--- src/hdl/lfr_pkg.sv ---
package lfr_pkg;

	// Sizes of the tables, the line chunk and the result run.
	localparam int MAX_PATTERN     = 32;
	localparam int MAX_REPLACEMENT = 32;
	localparam int LINE_CHUNK      = 1023;
	localparam int MAX_RESULTS     = 64;

	// Derived widths.
	localparam int IDX_W  = 5;
	localparam int CNT_W  = 6;
	localparam int TAB_AW = IDX_W + 1;
	localparam int RES_W  = $clog2(MAX_RESULTS + 1);
	localparam int LPOS_W = $clog2(LINE_CHUNK + 1);
	localparam int CFG_AW = 4;

	localparam logic [7:0] NL_BYTE = 8'h0A;

	// Item function codes.
	localparam logic [1:0] FUNC_TEXT      = 2'd0;
	localparam logic [1:0] FUNC_LOAD_PAT  = 2'd1;
	localparam logic [1:0] FUNC_LOAD_REPL = 2'd2;
	localparam logic [1:0] FUNC_END       = 2'd3;

	// Register indexes on the configuration port.
	localparam logic [1:0] REG_PATTERN_LENGTH     = 2'd0;
	localparam logic [1:0] REG_REPLACEMENT_LENGTH = 2'd1;
	localparam logic [1:0] REG_GLOBAL_MODE        = 2'd2;

	// Table select bit, the top bit of the table address.
	localparam logic SEL_PATTERN     = 1'b0;
	localparam logic SEL_REPLACEMENT = 1'b1;

	typedef struct packed {
		logic [1:0] func;
		logic [7:0] data_byte;
		logic [4:0] table_index;
	} cmd_t;

	typedef struct packed {
		logic [7:0] out_byte;
		logic       last;
	} res_t;

	typedef enum logic [2:0] {
		ST_IDLE,
		ST_SCAN,
		ST_SCAN_END,
		ST_PLAN,
		ST_EMIT,
		ST_EMIT_LD
	} state_t;

	typedef enum logic [1:0] {
		PH_KEEP,
		PH_REPL,
		PH_FLUSH
	} phase_t;

	// Control from the sequencer to the shared compare unit.
	typedef struct packed {
		logic             start;
		logic             cmp_en;
		logic [IDX_W-1:0] cmp_idx;
		logic             commit;
		logic             clear;
	} mu_ctl_t;

endpackage

--- src/hdl/lfr_table.sv ---
module lfr_table
	import lfr_pkg::*;
(
	input  logic              clk,
	input  logic              we,
	input  logic [TAB_AW-1:0] waddr,
	input  logic [7:0]        wdata,
	input  logic [TAB_AW-1:0] raddr,
	output logic [7:0]        rdata
);

	// Pattern bytes in the lower half, replacement bytes in the upper half.
	logic [7:0] mem [2**TAB_AW];
	logic [7:0] rdata_q;

	// One write port and one registered read port.
	always_ff @(posedge clk) begin
		if (we) begin
			mem[waddr] <= wdata;
		end
		rdata_q <= mem[raddr];
	end

	assign rdata = rdata_q;

endmodule

--- src/hdl/lfr_match.sv ---
module lfr_match
	import lfr_pkg::*;
(
	input  logic             clk,
	input  logic             arst_n,
	input  mu_ctl_t          ctl,
	input  logic [7:0]       text_byte,
	input  logic [7:0]       pat_byte,
	output logic [CNT_W-1:0] match_len
);

	// Bit j of active_q is set when the last j+1 held bytes equal the
	// first j+1 pattern bytes.
	logic [MAX_PATTERN-1:0] active_q;
	logic [MAX_PATTERN-1:0] next_q;
	logic [CNT_W-1:0]       len_q;
	logic                   cmp_en_s1;
	logic [IDX_W-1:0]       cmp_idx_s1;
	logic                   prev_bit;
	logic                   hit;

	// One byte compare per cycle against the pattern byte just read.
	always_comb begin
		if (cmp_idx_s1 == '0) begin
			prev_bit = 1'b1;
		end else begin
			prev_bit = active_q[cmp_idx_s1 - IDX_W'(1)];
		end
		hit = cmp_en_s1 && prev_bit && (pat_byte == text_byte);
	end

	// Compare request is registered so that it meets the table data in the cycle after the read.
	always_ff @(posedge clk or negedge arst_n) begin
		if (!arst_n) begin
			cmp_en_s1 <= 1'b0;
		end else begin
			cmp_en_s1 <= ctl.cmp_en;
		end
	end

	always_ff @(posedge clk) begin
		cmp_idx_s1 <= ctl.cmp_idx;
	end

	// Build the next prefix vector; the last hit gives the longest prefix.
	always_ff @(posedge clk or negedge arst_n) begin
		if (!arst_n) begin
			next_q <= '0;
			len_q  <= '0;
		end else if (ctl.start) begin
			next_q <= '0;
			len_q  <= '0;
		end else if (hit) begin
			next_q[cmp_idx_s1] <= 1'b1;
			len_q              <= {1'b0, cmp_idx_s1} + CNT_W'(1);
		end
	end

	// Held prefix vector, updated once per compared text item.
	always_ff @(posedge clk or negedge arst_n) begin
		if (!arst_n) begin
			active_q <= '0;
		end else if (ctl.clear) begin
			active_q <= '0;
		end else if (ctl.commit) begin
			active_q <= next_q;
		end
	end

	assign match_len = len_q;

endmodule

--- src/hdl/literal_find_replace_stream_unit.sv ---
// Timing: a searched text byte is accepted in the idle state, then compared in the scan and
// scan end states, reading one pattern byte per cycle from the table memory, then planned.
// Each result passes the emit and load states, with phase steps and a closing emit state.
// End items and text bytes after a single-mode match skip the compare cycles.
// Flow: a load item leaves the block idle for the next item. Any other item holds cmd_ready
// low until its closing emit state; a result waiting on res_ready stalls the sequencer
// until taken. Reset clears control state and registers; tables are undefined until loaded.
module literal_find_replace_stream_unit
	import lfr_pkg::*;
(
	input  logic              clk,
	input  logic              arst_n,
	input  logic              cmd_valid,
	output logic              cmd_ready,
	input  cmd_t              cmd,
	output logic              res_valid,
	input  logic              res_ready,
	output res_t              res,
	input  logic              psel,
	input  logic              penable,
	input  logic              pwrite,
	input  logic [CFG_AW-1:0] paddr,
	input  logic [31:0]       pwdata,
	output logic [31:0]       prdata,
	output logic              pready
);

	state_t            state_q, state_d;
	phase_t            phase_q, phase_d;
	logic [CNT_W-1:0]  k_q, k_d;
	logic [RES_W-1:0]  rem_q, rem_d;
	logic              from_c_q, from_c_d;
	logic [CNT_W-1:0]  lim_a_q, lim_b_q, lim_c_q, a_src_q;
	logic [CNT_W-1:0]  held_q;
	logic              changed_q;
	logic [LPOS_W-1:0] pos_q;
	logic [1:0]        func_q;
	logic [7:0]        byte_q;
	logic [CNT_W-1:0]  plen_q, rlen_q;
	logic              global_q;
	logic              out_valid_q;
	res_t              out_q;

	logic              cmd_fire;
	logic              cfg_wr;
	logic              out_free;
	logic              load_out;
	logic [CNT_W-1:0]  eff_plen, eff_rlen;
	logic [CNT_W-1:0]  cur_lim;
	logic [TAB_AW-1:0] ram_raddr;
	logic [7:0]        ram_rdata;
	logic              ram_we;
	logic [CNT_W-1:0]  match_len;
	mu_ctl_t           mu_ctl;

	// Plan terms for the item in hand.
	logic              is_text, bypass, do_flush, is_match;
	logic [LPOS_W:0]   pos_next;
	logic [CNT_W-1:0]  a_cnt, b_cnt, c_cnt, new_held, a_src;
	logic [RES_W-1:0]  total_cnt;

	assign cmd_fire = cmd_valid && cmd_ready;
	assign cmd_ready = (state_q == ST_IDLE);
	assign out_free = !out_valid_q || res_ready;

	// Configuration port.
	assign pready = 1'b1;
	assign cfg_wr = psel && penable && pwrite && pready;

	always_ff @(posedge clk or negedge arst_n) begin
		if (!arst_n) begin
			plen_q   <= CNT_W'(1);
			rlen_q   <= '0;
			global_q <= 1'b0;
		end else if (cfg_wr) begin
			case (paddr[3:2])
				REG_PATTERN_LENGTH:     plen_q   <= pwdata[CNT_W-1:0];
				REG_REPLACEMENT_LENGTH: rlen_q   <= pwdata[CNT_W-1:0];
				REG_GLOBAL_MODE:        global_q <= pwdata[0];
				default: ;
			endcase
		end
	end

	always_comb begin
		case (paddr[3:2])
			REG_PATTERN_LENGTH:     prdata = {{(32-CNT_W){1'b0}}, plen_q};
			REG_REPLACEMENT_LENGTH: prdata = {{(32-CNT_W){1'b0}}, rlen_q};
			REG_GLOBAL_MODE:        prdata = {31'd0, global_q};
			default:                prdata = '0;
		endcase
	end

	// Lengths saturated to the table sizes; a zero pattern length acts as one.
	always_comb begin
		if (plen_q == '0) begin
			eff_plen = CNT_W'(1);
		end else if (plen_q > CNT_W'(MAX_PATTERN)) begin
			eff_plen = CNT_W'(MAX_PATTERN);
		end else begin
			eff_plen = plen_q;
		end
		if (rlen_q > CNT_W'(MAX_REPLACEMENT)) begin
			eff_rlen = CNT_W'(MAX_REPLACEMENT);
		end else begin
			eff_rlen = rlen_q;
		end
	end

	// Table loads are taken only while no bytes are held.
	assign ram_we = cmd_fire && (cmd.func inside {FUNC_LOAD_PAT, FUNC_LOAD_REPL})
		&& (held_q == '0);

	lfr_table u_table (
		.clk   (clk),
		.we    (ram_we),
		.waddr ({cmd.func == FUNC_LOAD_REPL, cmd.table_index}),
		.wdata (cmd.data_byte),
		.raddr (ram_raddr),
		.rdata (ram_rdata)
	);

	lfr_match u_match (
		.clk       (clk),
		.arst_n    (arst_n),
		.ctl       (mu_ctl),
		.text_byte (byte_q),
		.pat_byte  (ram_rdata),
		.match_len (match_len)
	);

	// Work out what the item emits: kept bytes, replacement, then flushed bytes.
	always_comb begin
		is_text  = (func_q == FUNC_TEXT);
		bypass   = is_text && changed_q && !global_q;
		pos_next = {1'b0, pos_q} + (LPOS_W+1)'(1);
		do_flush = !is_text || (byte_q == NL_BYTE) || (pos_next >= (LPOS_W+1)'(LINE_CHUNK));
		is_match = is_text && !bypass && (match_len == eff_plen);
		if (!is_text) begin
			a_cnt = '0;
		end else if (bypass) begin
			a_cnt = CNT_W'(1);
		end else begin
			a_cnt = held_q + CNT_W'(1) - match_len;
		end
		a_src = bypass ? '0 : held_q;
		b_cnt = is_match ? eff_rlen : '0;
		if (!is_text || bypass) begin
			new_held = held_q;
		end else if (is_match) begin
			new_held = '0;
		end else begin
			new_held = match_len;
		end
		c_cnt     = do_flush ? new_held : '0;
		total_cnt = RES_W'(a_cnt) + RES_W'(b_cnt) + RES_W'(c_cnt);
	end

	// Limit of the phase being emitted.
	always_comb begin
		case (phase_q)
			PH_KEEP:  cur_lim = lim_a_q;
			PH_REPL:  cur_lim = lim_b_q;
			PH_FLUSH: cur_lim = lim_c_q;
			default:  cur_lim = '0;
		endcase
	end

	// Sequencer state register and counters.
	always_ff @(posedge clk or negedge arst_n) begin
		if (!arst_n) begin
			state_q  <= ST_IDLE;
			phase_q  <= PH_KEEP;
			k_q      <= '0;
			rem_q    <= '0;
			from_c_q <= 1'b0;
		end else begin
			state_q  <= state_d;
			phase_q  <= phase_d;
			k_q      <= k_d;
			rem_q    <= rem_d;
			from_c_q <= from_c_d;
		end
	end

	// Next state, table address and compare unit control.
	always_comb begin
		state_d   = state_q;
		phase_d   = phase_q;
		k_d       = k_q;
		rem_d     = rem_q;
		from_c_d  = from_c_q;
		load_out  = 1'b0;
		ram_raddr = {SEL_PATTERN, k_q[IDX_W-1:0]};
		mu_ctl    = '0;
		case (state_q)
			ST_IDLE: begin
				if (cmd_fire) begin
					k_d = '0;
					if (cmd.func == FUNC_TEXT && !(changed_q && !global_q)) begin
						mu_ctl.start = 1'b1;
						state_d      = ST_SCAN;
					end else if (cmd.func == FUNC_TEXT || cmd.func == FUNC_END) begin
						state_d = ST_PLAN;
					end
				end
			end
			ST_SCAN: begin
				mu_ctl.cmp_en  = 1'b1;
				mu_ctl.cmp_idx = k_q[IDX_W-1:0];
				k_d            = k_q + CNT_W'(1);
				if (k_q == eff_plen - CNT_W'(1)) begin
					state_d = ST_SCAN_END;
				end
			end
			ST_SCAN_END: begin
				state_d = ST_PLAN;
			end
			ST_PLAN: begin
				mu_ctl.clear  = do_flush || is_match;
				mu_ctl.commit = is_text && !bypass;
				rem_d         = total_cnt;
				phase_d       = PH_KEEP;
				k_d           = '0;
				state_d       = ST_EMIT;
			end
			ST_EMIT: begin
				if (rem_q == '0) begin
					state_d = ST_IDLE;
				end else if (k_q == cur_lim) begin
					k_d = '0;
					case (phase_q)
						PH_KEEP: phase_d = PH_REPL;
						default: phase_d = PH_FLUSH;
					endcase
				end else if (out_free) begin
					ram_raddr = {(phase_q == PH_REPL) ? SEL_REPLACEMENT : SEL_PATTERN,
						k_q[IDX_W-1:0]};
					from_c_d  = (phase_q == PH_KEEP) && (k_q == a_src_q);
					k_d       = k_q + CNT_W'(1);
					state_d   = ST_EMIT_LD;
				end
			end
			ST_EMIT_LD: begin
				load_out = 1'b1;
				rem_d    = rem_q - RES_W'(1);
				state_d  = ST_EMIT;
			end
			default: begin
				state_d = ST_IDLE;
			end
		endcase
	end

	// Item payload latched on accept.
	always_ff @(posedge clk) begin
		if (cmd_fire) begin
			func_q <= cmd.func;
			byte_q <= cmd.data_byte;
		end
	end

	// Line state and emission limits, set in the plan cycle.
	always_ff @(posedge clk or negedge arst_n) begin
		if (!arst_n) begin
			held_q    <= '0;
			changed_q <= 1'b0;
			pos_q     <= '0;
			lim_a_q   <= '0;
			lim_b_q   <= '0;
			lim_c_q   <= '0;
			a_src_q   <= '0;
		end else if (state_q == ST_PLAN) begin
			lim_a_q <= a_cnt;
			lim_b_q <= b_cnt;
			lim_c_q <= c_cnt;
			a_src_q <= a_src;
			if (do_flush) begin
				held_q    <= '0;
				changed_q <= 1'b0;
				pos_q     <= '0;
			end else begin
				held_q    <= new_held;
				changed_q <= changed_q || is_match;
				pos_q     <= pos_next[LPOS_W-1:0];
			end
		end
	end

	// Output register.
	always_ff @(posedge clk or negedge arst_n) begin
		if (!arst_n) begin
			out_valid_q <= 1'b0;
		end else if (load_out) begin
			out_valid_q <= 1'b1;
		end else if (res_ready) begin
			out_valid_q <= 1'b0;
		end
	end

	always_ff @(posedge clk) begin
		if (load_out) begin
			out_q.out_byte <= from_c_q ? byte_q : ram_rdata;
			out_q.last     <= (rem_q == RES_W'(1));
		end
	end

	assign res_valid = out_valid_q;
	assign res       = out_q;

`ifndef ASSERT_OFF
	// A held prefix is always shorter than the longest pattern.
	a_held_range: assert property (@(posedge clk) disable iff (!arst_n)
		held_q < CNT_W'(MAX_PATTERN))
		else $error("held prefix count out of range");

	// The output register is free whenever a result is loaded.
	a_out_free: assert property (@(posedge clk) disable iff (!arst_n)
		state_q == ST_EMIT_LD |-> !out_valid_q)
		else $error("result loaded over a waiting result");

	// A result is loaded only while results remain for the item.
	a_rem_nonzero: assert property (@(posedge clk) disable iff (!arst_n)
		state_q == ST_EMIT_LD |-> rem_q != '0)
		else $error("result loaded with none remaining");

	// The block takes a new item only after all results were loaded.
	a_idle_empty: assert property (@(posedge clk) disable iff (!arst_n)
		state_q == ST_IDLE |-> rem_q == '0)
		else $error("idle with results outstanding");

	// The final result of an item is followed by a return to idle.
	a_last_idle: assert property (@(posedge clk) disable iff (!arst_n)
		load_out && rem_q == RES_W'(1) |=> ##1 state_q == ST_IDLE)
		else $error("no return to idle after the final result");
`endif

endmodule

--- config.mk ---
export PLATFORM = sky130hd
export DESIGN_NAME = literal_find_replace_stream_unit
export DESIGN_NICKNAME = d
export VERILOG_FILES = /design/src/hdl/lfr_pkg.sv /design/src/hdl/lfr_table.sv /design/src/hdl/lfr_match.sv /design/src/hdl/literal_find_replace_stream_unit.sv
export SDC_FILE = /design/constraint.sdc
export NUM_CORES = 1
export LEC_CHECK = 0
export ABC_AREA = 0
export BUFFER_PORTS_ARGS = -buffer_cell sky130_fd_sc_hd__buf_2
export CAP_MARGIN = 30
export CELL_PAD_IN_SITES_DETAIL_PLACEMENT = 1
export CELL_PAD_IN_SITES_GLOBAL_PLACEMENT = 1
export CORE_UTILIZATION = 31
export DETAILED_ROUTE_END_ITERATION = 12
export PLACE_DENSITY = 0.59
export SYNTH_ARGS = -nofsm -noshare
export SYNTH_HDL_FRONTEND = slang
export SYNTH_SLANG_ARGS = --single-unit
--- constraint.sdc ---
create_clock -name clk -period 6.3 [get_ports clk]
set_input_delay 0.945 -clock clk [delete_from_list [all_inputs] [get_ports clk]]
set_output_delay 0.945 -clock clk [all_outputs]
set_load 0.02 [all_outputs]
==> metrics.txt, run 1 <==
Clock power frac 32.5%; CP startpoint kind flip-flop; Worst-Skew Late Latency 0.63 ns; data arrival time at the worst-slack endpoint 4.84 ns; Hold/Removal Path Class in2async; WL/cell 22.88 microns; WL final 72800 microns; Max Root-Sink Buffers 3; Crit path max-delay family compound AO/OA/AOI/OAI gates; Iter 0 DRT Violations 1214; Post-Synthesis Cell Area 29230 sq um; CTS Sinks 689; Core Region 93330 sq um; critical path type reg2reg; Die X 309.1 microns; chip height 309.1 microns; max-cap viol count 0; Syn. warnings 0; htree depth 3; CP Cell Sequence xor2_1 -> a2111oi_0 -> a41oi_1 -> nor4_2 -> nor2_1 -> a22oi_1 -> nor2_1 -> fa_1 -> ha_1 -> a21o_1 -> a21oi_1 -> o21bai_1 -> a21oi_1 -> xor2_1 -> a21oi_1; status finished clean; Final Hold Viols 0; DR DRC count 0; DRT antenna net count 0; DP Worst Slack 1.992 ns; routed via count 15910; IO Count 102; final weighted congestion in routability-driven placement 0.7734; Slew headroom 33.14%; Critical Path RT 6.79 ns; port bufs 46; first-pass GRT wire length 110500 microns; Max stage delay on crit path 0.63 ns; Seq/Total Area, Yosys 67.86%; Sequential Power Share 44.3%; PwrDens 387.5 nW/um^2; Tot GR Track Use 15.49%; unrepaired setup endpoints after global routing no; Synth cell types 77; DP Area 30800 sq um; fin crit period 4.353 ns; share of post-route cells with drive strength above 1 19.97%; post-DP HPWL 45400 microns; antenna violations before repair 2; Nets 1961; CP max FO 8; DR pass1 iterations 5; vias per inst 5.000; ys flop type edfxtp_1; Final setup viols 0; vias in the first global route 16910; initial core utilization 31.32%; CTS buffer count 72; CTS tree yes; endpoint class of the critical path flip-flop; Final TNS setup 0 ns; Final WS setup 1.947 ns; max frequency 0.2297 GHz; largest net degree at the start of global routing 135; CP most frequent cell a21oi_1; Synth Register Bits 689; global route total overflow 0; fin crit share 69.09%; Synth Instances 1819; Buf/Inv on CP 0; Worst-Margin Slew 0.9953 ns; Gate power share 23.2%; cts hold-fix bufs 0; internal power 8953 uW; number of inserted diodes 0; Die ar. 95520 sq um; CP max-delay cell nor4_2; Fin Hold WS 0.3943 ns; clock transition at the registers of the reported paths 0.06 ns; Design Area, Final 33100 sq um; Async SR Flop Fraction 21.04%; Final Skew 0.02821 ns; Avg Cell Area, Syn 16.07 sq um; Post-synth EDFFs 531; Area Growth Syn to Fin 13.24%; Max rail drop VDD 0.0002121 V; Max Transition Viols Final 0; Leak Pwr 0.01120 uW; FP Rows 112; P_sw 3874 uW; Sw Ratio 30.20%; Final Util 35.47%; Root Buffer clkbuf_16; post-CTS setup buffer count 0; Post-CTS Resized 0
==> cells in the mapped netlist, types with 19 or more instances <==
cell / number / share of area [%]
xor2_1: 19 / 0.57
mux2i_1: 39 / 1.3
dfrtp_1: 144 / 12
inv_1: 36 / 0.46
nor2b_1: 19 / 0.41
xnor2_1: 28 / 0.84
o21ai_0: 33 / 0.57
edfxtp_1: 531 / 55
nand2_1: 140 / 1.8
buf_2: 21 / 0.36
mux2_2: 30 / 1.2
a21oi_1: 75 / 1.3
a22oi_1: 37 / 0.95
mux4_2: 152 / 12
nand3_1: 19 / 0.33
clkbuf_1: 51 / 0.65
buf_4: 30 / 0.77
nor2_1: 170 / 2.2
ha_1: 26 / 1.1
==> stage by stage <==
step	cells	total power [uW]
after global routing	3182	13430
after CTS	3182	13000
final	3182	12830
after floorplan	1844	7802
after detailed placement	3049	8796
after global placement	3047	8699
==> kinds of logic (layout without fill, tap and decap cells) <==
| group | Yosys count | after routing | share of synthesized area [%] |
|---|---|---|---|
| mux | 225 | 225 | 14.41 |
| simple gates | 437 | 437 | 6.917 |
| buf+inv | 162 | 246 | 2.688 |
| xor+xnor | 47 | 47 | 1.408 |
| other cells | 2 | 27 | 0.02569 |
| compound gates | 223 | 223 | 5.034 |
| flops | 689 | 689 | 67.86 |
| fa+ha+maj | 34 | 34 | 1.661 |
==> routing by layer <==
| layer | track usage, % | share of wire, % |
|---|---|---|
| met5 | 0 | 0.038 |
| met4 | 3.592 | 1.8 |
| met3 | 2.528 | 4.6 |
| met2 | 24.65 | 47 |
| met1 | 22.17 | 46 |
==> layout by cell type, fill, tap and decap left out, drive strengths merged, types with 4 or more instances in the layout <==
cell / instances
dfxtp: 13
a21oi: 76
nor3b: 4
buf: 77
clkinv: 26
a22oi: 40
nor4: 8
a211oi: 4
and3: 10
mux2: 33
o31ai: 10
fa: 8
nand2: 140
o21ai: 35
nand2b: 15
xnor2: 28
ha: 26
and2: 8
a41oi: 5
mux2i: 39
or3: 7
nor2b: 19
edfxtp: 531
nand3b: 6
nor3: 13
a221oi: 5
xor2: 19
a22o: 12
a21o: 7
inv: 39
conb: 27
dfrtp: 144
nor2: 171
mux4: 153
clkbuf: 98
and4b: 6
nand3: 19
==> layout make-up <==
cell class	instances	area, sq um
multi-input cells	993	8711
repair buffers	77	546.8
inverters	36	135.1
clock inverters	35	314.1
well taps	1254	1569
clock buffers	98	1982
flip-flops and latches	689	19840
fillers	9591	60230
==> sequential cells by signal (all words and copies together) (netlist names), 7 cells and up <==
name	flops
byte_q	8
pos_q	10
rem_q	7
res	9
u_match.active_q	32
u_match.next_q	32
u_table.mem	512
u_table.rdata	8
==> worst paths after layout <==
path,slack [ns],start,to,depth (start not counted)
max,1.95,plen_q[3],rem_q[6],15
min,0.39,arst_n,rem_q[4],1
max reg2reg,1.95,plen_q[3],rem_q[6],15
min reg2reg,0.48,lim_c_q[3],lim_c_q[3],2
max in group asynchronous,4.52,arst_n,u_match.next_q[28],2
min in group clk,0.48,lim_c_q[3],lim_c_q[3],2
==> power groups by stage <==
stage | Combinational [uW] | Sequential, uW | Clock, uW
2_1_floorplan | 2230 | 5580 | 0
3_3_place_gp | 2950 | 5750 | 0
3_5_place_dp | 3020 | 5770 | 0
4_1_cts | 3040 | 5680 | 4270
5_1_grt | 3280 | 5730 | 4420
6_report | 2980 | 5680 | 4170
==> worst register-to-register path: stages (launching register included) <==
cell	delay, ns
dfrtp_1	0.48
xor2_1	0.22
a2111oi_0	0.42
a41oi_1	0.14
nor4_2	0.63
nor2_1	0.22
a22oi_1	0.30
nor2_1	0.10
fa_1	0.49
ha_1	0.31
a21o_1	0.18
a21oi_1	0.21
o21bai_1	0.09
a21oi_1	0.19
xor2_1	0.18
a21oi_1	0.08
Note: power is estimated with default switching activity, not from simulation.
==> inputs of run 2 (changes only) <==
- ABC_AREA: 0 -> 1
- PLACE_DENSITY: 0.59 -> 0.62
- clock period: 6.3 -> 4.6 ns (I/O delays scaled with it)
==> run 2 against run 1 <==
Area after synthesis grew 5.2%; global-route usage rose by 2.6 points; worst hold slack got worse by 0.36 ns; clock-buffer cell count rose by 4; highest routed layer is now met4; power increased by 42%; via count up 38%; non-clock buffer count increased by 79; sequential power up 29%.
==> metrics.txt, run 2 <==
Synth cell types 52 (-32%); fin crit period 3.747 ns (-0.6062 ns); Die X 316.9 microns (+2.5%); Final Skew 0.03975 ns (+0.01154 ns); PwrDens 515.2 nW/um^2 (+33%); endpoint class of the critical path flip-flop; clock transition at the registers of the reported paths 0.06 ns (about the same); R2R depth 19 (+4); global route total overflow 0 (unchanged); Seq/Total Area, Yosys 64.52% (-3.3 points); Critical Path RT 5.14 ns (-1.65 ns); WL final 91130 microns (+25%); DP Area 32600 sq um (+5.8%); Nets 3101 (+58%); Max rail drop VDD 0.0007128 V (+240%); Max Transition Viols Final 0 (unchanged); Async SR Flop Fraction 21.04% (unchanged); DRT antenna net count 0 (unchanged); cts hold-fix bufs 0 (unchanged); data arrival time at the worst-slack endpoint 4.28 ns (-0.56 ns); Worst-Skew Late Latency 0.66 ns (+0.03 ns); CTS tree yes; Post-synth EDFFs 531 (unchanged); Leak Pwr 0.01321 uW (+18%); Buf/Inv on CP 3 (+3); Post-CTS Resized 0 (unchanged); Max stage delay on crit path 0.48 ns (-0.15 ns); first-pass GRT wire length 138000 microns (+25%); ys flop type edfxtp_1; Final setup viols 0 (unchanged); commonest non-fill, non-tap cell in the layout edfxtp_1; Design Area, Final 35300 sq um (+6.6%); Avg Cell Area, Syn 10.48 sq um (-35%); CP Cell Sequence nor2_1 -> inv_1 -> nand2_1 -> nand2_1 -> nor2_1 -> nand2_1 -> nand3_1 -> nand2_1 -> nand2_1 -> inv_1 -> fa_1 -> ha_1 -> inv_1 -> fa_1 -> o21ai_0 -> a21oi_1 -> or2_2 -> nand3_1 -> a31oi_1; RR Startpoint plen_q[5]; post-CTS setup buffer count 0 (unchanged); Hold/Removal Path Class in2async; Cells after DPL 4213 (+38%); Final TNS setup 0 ns (unchanged); fin crit share 81.45% (+12 points); Final WS setup 0.8533 ns (-1.094 ns); max frequency 0.2669 GHz (+16%); Iter 0 DRT Violations 1500 (+24%); Yosys top cell by area edfxtp_1; antenna violations before repair 2 (unchanged); vias per inst 5.022 (+0.45%); max reg flops 512 (unchanged); largest net degree at the start of global routing 228 (+69%); number of inserted diodes 0 (unchanged); Largest regs u_table.mem x512, u_match.active_q x32, u_match.next_q x32; Area Growth Syn to Fin 14.83%; CTS buffer count 81 (+13%); most frequent cells in the layout edfxtp_1 (531), nand2_1 (497), nor2_1 (451); Syn. warnings 0 (unchanged); unrepaired setup endpoints after global routing no; CTS Sinks 689 (unchanged); CP max-delay cell fa_1; Cell Count, Final, Fillers Out 4362 (+37%); Area contributors post-synth edfxtp_1 (52%), dfrtp_1 (12%), nand2_1 (6.1%), nor2_1 (5.5%), o21ai_0 (5.5%); most frequent cell after synthesis edfxtp_1; DR pass1 iterations 5 (unchanged); Root Buffer clkbuf_16; Max Root-Sink Buffers 3 (unchanged); Final Util 35.92% (+0.45 points); critical path type reg2reg; IO Count 102 (unchanged); Synth top area share 51.87% (-2.7 points); largest reg by FF count u_table.mem; FP Rows 115 (+2.7%); top cells by count, synth edfxtp_1 (531), nand2_1 (497), nor2_1 (453); CP max FO 7 (-1); Synth Register Bits 689 (unchanged); DR DRC count 0 (unchanged); htree depth 3 (unchanged); Worst-Margin Slew 1.074 ns (+0.07832 ns); Final Hold Viols 0 (unchanged); Die ar. 100400 sq um (+5.1%); Tot GR Track Use 18.14% (+2.6 points); Post-Synthesis Cell Area 30740 sq um (+5.2%); status finished clean; Synth Instances 2934 (+61%); R2R Setup Slk 0.85 ns (-1.09 ns); CP startpoint kind flip-flop; Crit path max-delay family simple AND/OR/NAND/NOR gates; Slew headroom 28.43% (-4.7 points); Core Region 98280 sq um (+5.3%); DP Worst Slack 0.8517 ns (-1.140 ns); vias in the first global route 22390 (+32%); share of post-route cells with drive strength above 1 10.83% (-9.1 points); RR Endpoint rem_q[5]; routed via count 21910 (+38%); port bufs 46 (unchanged); initial core utilization 31.28% (-0.040 points); final weighted congestion in routability-driven placement 0.8066 (+4.3%); chip height 316.9 microns (+2.5%); post-DP HPWL 56510 microns (+24%); max-cap viol count 0 (unchanged); WL/cell 20.89 microns (-8.7%); CP most frequent cell nand2_1
run 2: cell types whose count changed after synthesis, moves of 82 or more:
| cell | previous run | this run |
|---|---|---|
| nand2_1 | 140 | 497 |
| o21ai_0 | 33 | 339 |
| nor2_1 | 170 | 453 |
| nand3_1 | 19 | 190 |
| mux4_2 | 152 | 0 |
| inv_1 | 36 | 147 |
| o22ai_1 | 3 | 85 |
run 2: per-layer routing:
metal,routed length (microns),up-vias,GRT usage (%)
li1,-,10350,-
met1,42230,11050,25.12
met2,43040,392,29.47
met3,3823,118,2.543
met4,2040,0,5.365
met5,0,-,0
run 2: worst register-to-register path, stage by stage (launching register included):
cell     delay [ns]
dfrtp_1        0.44
nor2_1         0.35
inv_1          0.12
nand2_1        0.13
nand2_1        0.07
nor2_1         0.10
nand2_1        0.17
nand3_1        0.13
nand2_1        0.12
nand2_1        0.10
inv_1          0.06
fa_1           0.48
ha_1           0.18
inv_1          0.06
fa_1           0.40
o21ai_0        0.18
a21oi_1        0.11
or2_2          0.28
nand3_1        0.07
a31oi_1        0.07
run 2: area by class of cell:
class | instances | area [sq um]
clock buffer | 102 | 2136
clock inverter | 47 | 564.3
fill | 10930 | 62980
inverter | 164 | 628.1
multi-input combinational | 1917 | 9393
sequential | 689 | 19840
tap | 1287 | 1610
timing repair buffer | 156 | 1125
run 2: per-stage QoR:
stage / hold WS [ns] / power (uW)
after floorplan: 0.3944 / 10330
after global placement: 0.4641 / 11790
after detailed placement: 0.4673 / 11870
after CTS: 0.02582 / 18400
after global routing: 0.06321 / 19130
final: 0.03799 / 18190
run 2: cell families (layout without fill, tap and decap cells):
group	count (synthesis)	in the layout	share of synthesized area, %
xor gates and xnor gates	23	23	0.6553
buffers and inverters	353	469	5.275
and+or+nand+nor	1255	1255	17.44
adders and majority gates	34	34	1.579
DFF	689	689	64.52
AOI/OAI and AO/OA	567	567	10.14
other	2	27	0.02443
muxes	11	11	0.3582
run 2: power breakdown:
group	total [uW]	switching (uW)	internal, uW
clock	6480	2700	3780
sequential	7310	286	7030
combinational	4400	3160	1240
run 2: worst max-delay path by stage:
stage	end	slack (ns)	startpoint	cells after the start
after CTS	rem_q[5]	0.84	pos_q[0]	20
after global routing	rem_q[5]	0.47	plen_q[5]	19
after floorplan	rem_q[5]	1.16	pos_q[0]	22
after detailed placement	rem_q[6]	0.85	u_match.match_len[1]	17
after global placement	rem_q[5]	0.91	plen_q[5]	19
final	rem_q[5]	0.85	plen_q[5]	19
==> inputs of run 3 (changes only) <==
- PLACE_DENSITY: 0.62 -> 0.64
- clock period: 4.6 -> 3.4 ns (I/O delays scaled with it)
==> run 3 against run 2 <==
Worst hold slack improved by 0.054 ns; clock-buffer cell count increased by 1; sequential share of layout area decreased by 1.2 points; clock power increased by 33%; maximum frequency increased by 12%; non-clock buffer count increased by 75; first-iteration DRC count decreased by 0.67%; global-route usage increased by 0.36 points; combinational power increased by 45%; core utilization increased by 0.80 points; register-to-register slack got worse by 0.78 ns.
==> metrics.txt, run 3 (synthesis results as in run 2) <==
status finished clean; Worst-Skew Late Latency 0.66 ns (about the same); Core Region 98280 sq um (unchanged); DR pass1 iterations 7 (+2); share of post-route cells with drive strength above 1 14.44% (+3.6 points); vias per inst 5.039 (+0.33%); endpoint class of the critical path flip-flop; post-DP HPWL 59360 microns (+5.0%); number of inserted diodes 0 (unchanged); unrepaired setup endpoints after global routing yes; IO Count 102 (unchanged); Largest regs u_table.mem x512, u_match.active_q x32, u_match.next_q x32; htree depth 3 (unchanged); DRT antenna net count 0 (unchanged); Layout fillers 10840 (-0.76%); antenna violations before repair 2 (unchanged); Max stage delay on crit path 0.53 ns (+0.05 ns); data arrival time at the worst-slack endpoint 3.87 ns (-0.41 ns); FP Rows 115 (unchanged); Die X 316.9 microns (unchanged); CP max FO 6 (-1); Critical Path RT 3.94 ns (-1.20 ns); Hold/Removal Path Class in2reg; initial core utilization 31.28% (unchanged); Nets 3173 (+2.3%); Max rail drop VDD 0.0003874 V (-46%); Slew headroom 32.67% (+4.2 points); fin crit share 97.97% (+17 points); final weighted congestion in routability-driven placement 0.8306 (+3.0%); Power Total 24830 uW (+37%); max reg flops 512 (unchanged); Area Growth Syn to Fin 17.39%; CP max-delay cell fa_1; first-pass GRT wire length 141300 microns (+2.4%); DR DRC count 0 (unchanged); vias in the first global route 22980 (+2.6%); Final Skew 0.04425 ns (+0.004494 ns); CTS Sinks 689 (unchanged); WL/cell 20.94 microns (+0.25%); Die ar. 100400 sq um (unchanged); Buf/Inv on CP 3 (unchanged); fin crit period 3.331 ns (-0.4157 ns); chip height 316.9 microns (unchanged); most frequent cells in the layout edfxtp_1 (531), nand2_1 (486), nor2_1 (446); CP startpoint kind flip-flop; largest reg by FF count u_table.mem; global route total overflow 0 (unchanged); max-cap viol count 0 (unchanged); routed via count 22320 (+1.9%); critical path type reg2reg; Root Buffer clkbuf_16; max frequency 0.3002 GHz (+12%); port bufs 46 (unchanged); PwrDens 688.2 nW/um^2 (+34%); commonest non-fill, non-tap cell in the layout edfxtp_1; Crit path max-delay family simple AND/OR/NAND/NOR gates; Tot GR Track Use 18.50% (+0.36 points); Final Util 36.72% (+0.80 points); largest net degree at the start of global routing 122 (-46%); Max Transition Viols Final 0 (unchanged); Iter 0 DRT Violations 1490 (-0.67%); Worst-Margin Slew 1.004 ns (-0.06917 ns); clock transition at the registers of the reported paths 0.06 ns (about the same); Leak Pwr 0.01363 uW (+3.2%); CTS buffer count 78 (-3.7%); WL final 92780 microns (+1.8%); CTS tree yes; Final Hold Viols 0 (unchanged); CP Cell Sequence buf_6 -> nand3_4 -> nor3_4 -> nand2_2 -> xor2_2 -> nand3_2 -> nand2_8 -> nand2_2 -> inv_1 -> fa_1 -> ha_4 -> inv_2 -> fa_2 -> o21ai_2 -> a21oi_2 -> or2_4 -> nand3_2 -> a31oi_1; Max Root-Sink Buffers 3 (unchanged); Final setup viols 0 (unchanged)
==> run 3: final cells by class <==
cell class	count	area, sq um	share of cell area, %
Multi-Input combinational cell	1917	9608	26.62
Sequential cell	689	19850	55.00
Tap cell	1287	1610	4.462
Inverter	164	630.6	1.747
Timing Repair Buffer	231	1775	4.920
Clock buffer	103	2127	5.894
Clock inverter	39	489.2	1.356
==> run 3: final timing paths <==
check	cells past startpoint	start	endpoint	slack [ns]
min reg2reg	2	u_match.next_q[2]	u_match.next_q[2]	0.48
min	1	cmd[13]	func_q[0]	0.09
max reg2reg	18	pos_q[0]	rem_q[5]	0.07
min in group asynchronous	2	arst_n	res_valid	0.41
max	18	pos_q[0]	rem_q[5]	0.07
max in group asynchronous	3	arst_n	u_match.next_q[27]	2.09
==> run 3: timing repair <==
action                                 in CTS  in global routing
pin swaps                                  20                 29
hold buffers                                1                  0
setup buffers                               6                  4
setup endpoints to repair                   3                  5
endpoints found under the hold margin      67                  0
resized for setup                          26                 37
==> run 3: power breakdown <==
part	total, uW	switching [uW]	internal, uW
combinational	6370	4490	1880
clock	8620	3560	5060
sequential	9850	341	9510
total	24800	8400	16400
==> run 3: layer usage <==
layer | routed length (microns) | share of wire, % | track usage (%) | up-vias
met1 | 42260 | 46 | 25.38 | 11240
met3 | 4053 | 4.4 | 2.439 | 120
li1 | - | - | - | 10500
met4 | 2094 | 2.3 | 5.638 | 0
met5 | 0 | 0 | 0 | -
met2 | 44370 | 48 | 30.38 | 468
==> run 3: through the flow <==
step	setup WS [ns]	hold WS [ns]	setup TNS [ns]	cell area (sq um)	instances
2_1_floorplan	0.01372	0.2144	0	30840	2959
3_3_place_gp	-0.1378	0.4655	-0.2299	33110	4276
3_5_place_dp	-0.1574	0.4710	-0.3369	33150	4278
4_1_cts	0.02497	0.06454	0	35930	4427
5_1_grt	-0.1000	0.09103	-0.2678	36090	4430
6_report	0.06899	0.09230	0	36090	4430
==> run 3: worst reg2reg max path, stage by stage (launching register included) <==
cell,delay (ns)
dfrtp_1,0.46
buf_6,0.15
nand3_4,0.08
nor3_4,0.26
nand2_2,0.10
xor2_2,0.16
nand3_2,0.13
nand2_8,0.10
nand2_2,0.08
inv_1,0.04
fa_1,0.54
ha_4,0.15
inv_2,0.03
fa_2,0.34
o21ai_2,0.17
a21oi_2,0.08
or2_4,0.23
nand3_2,0.05
a31oi_1,0.07
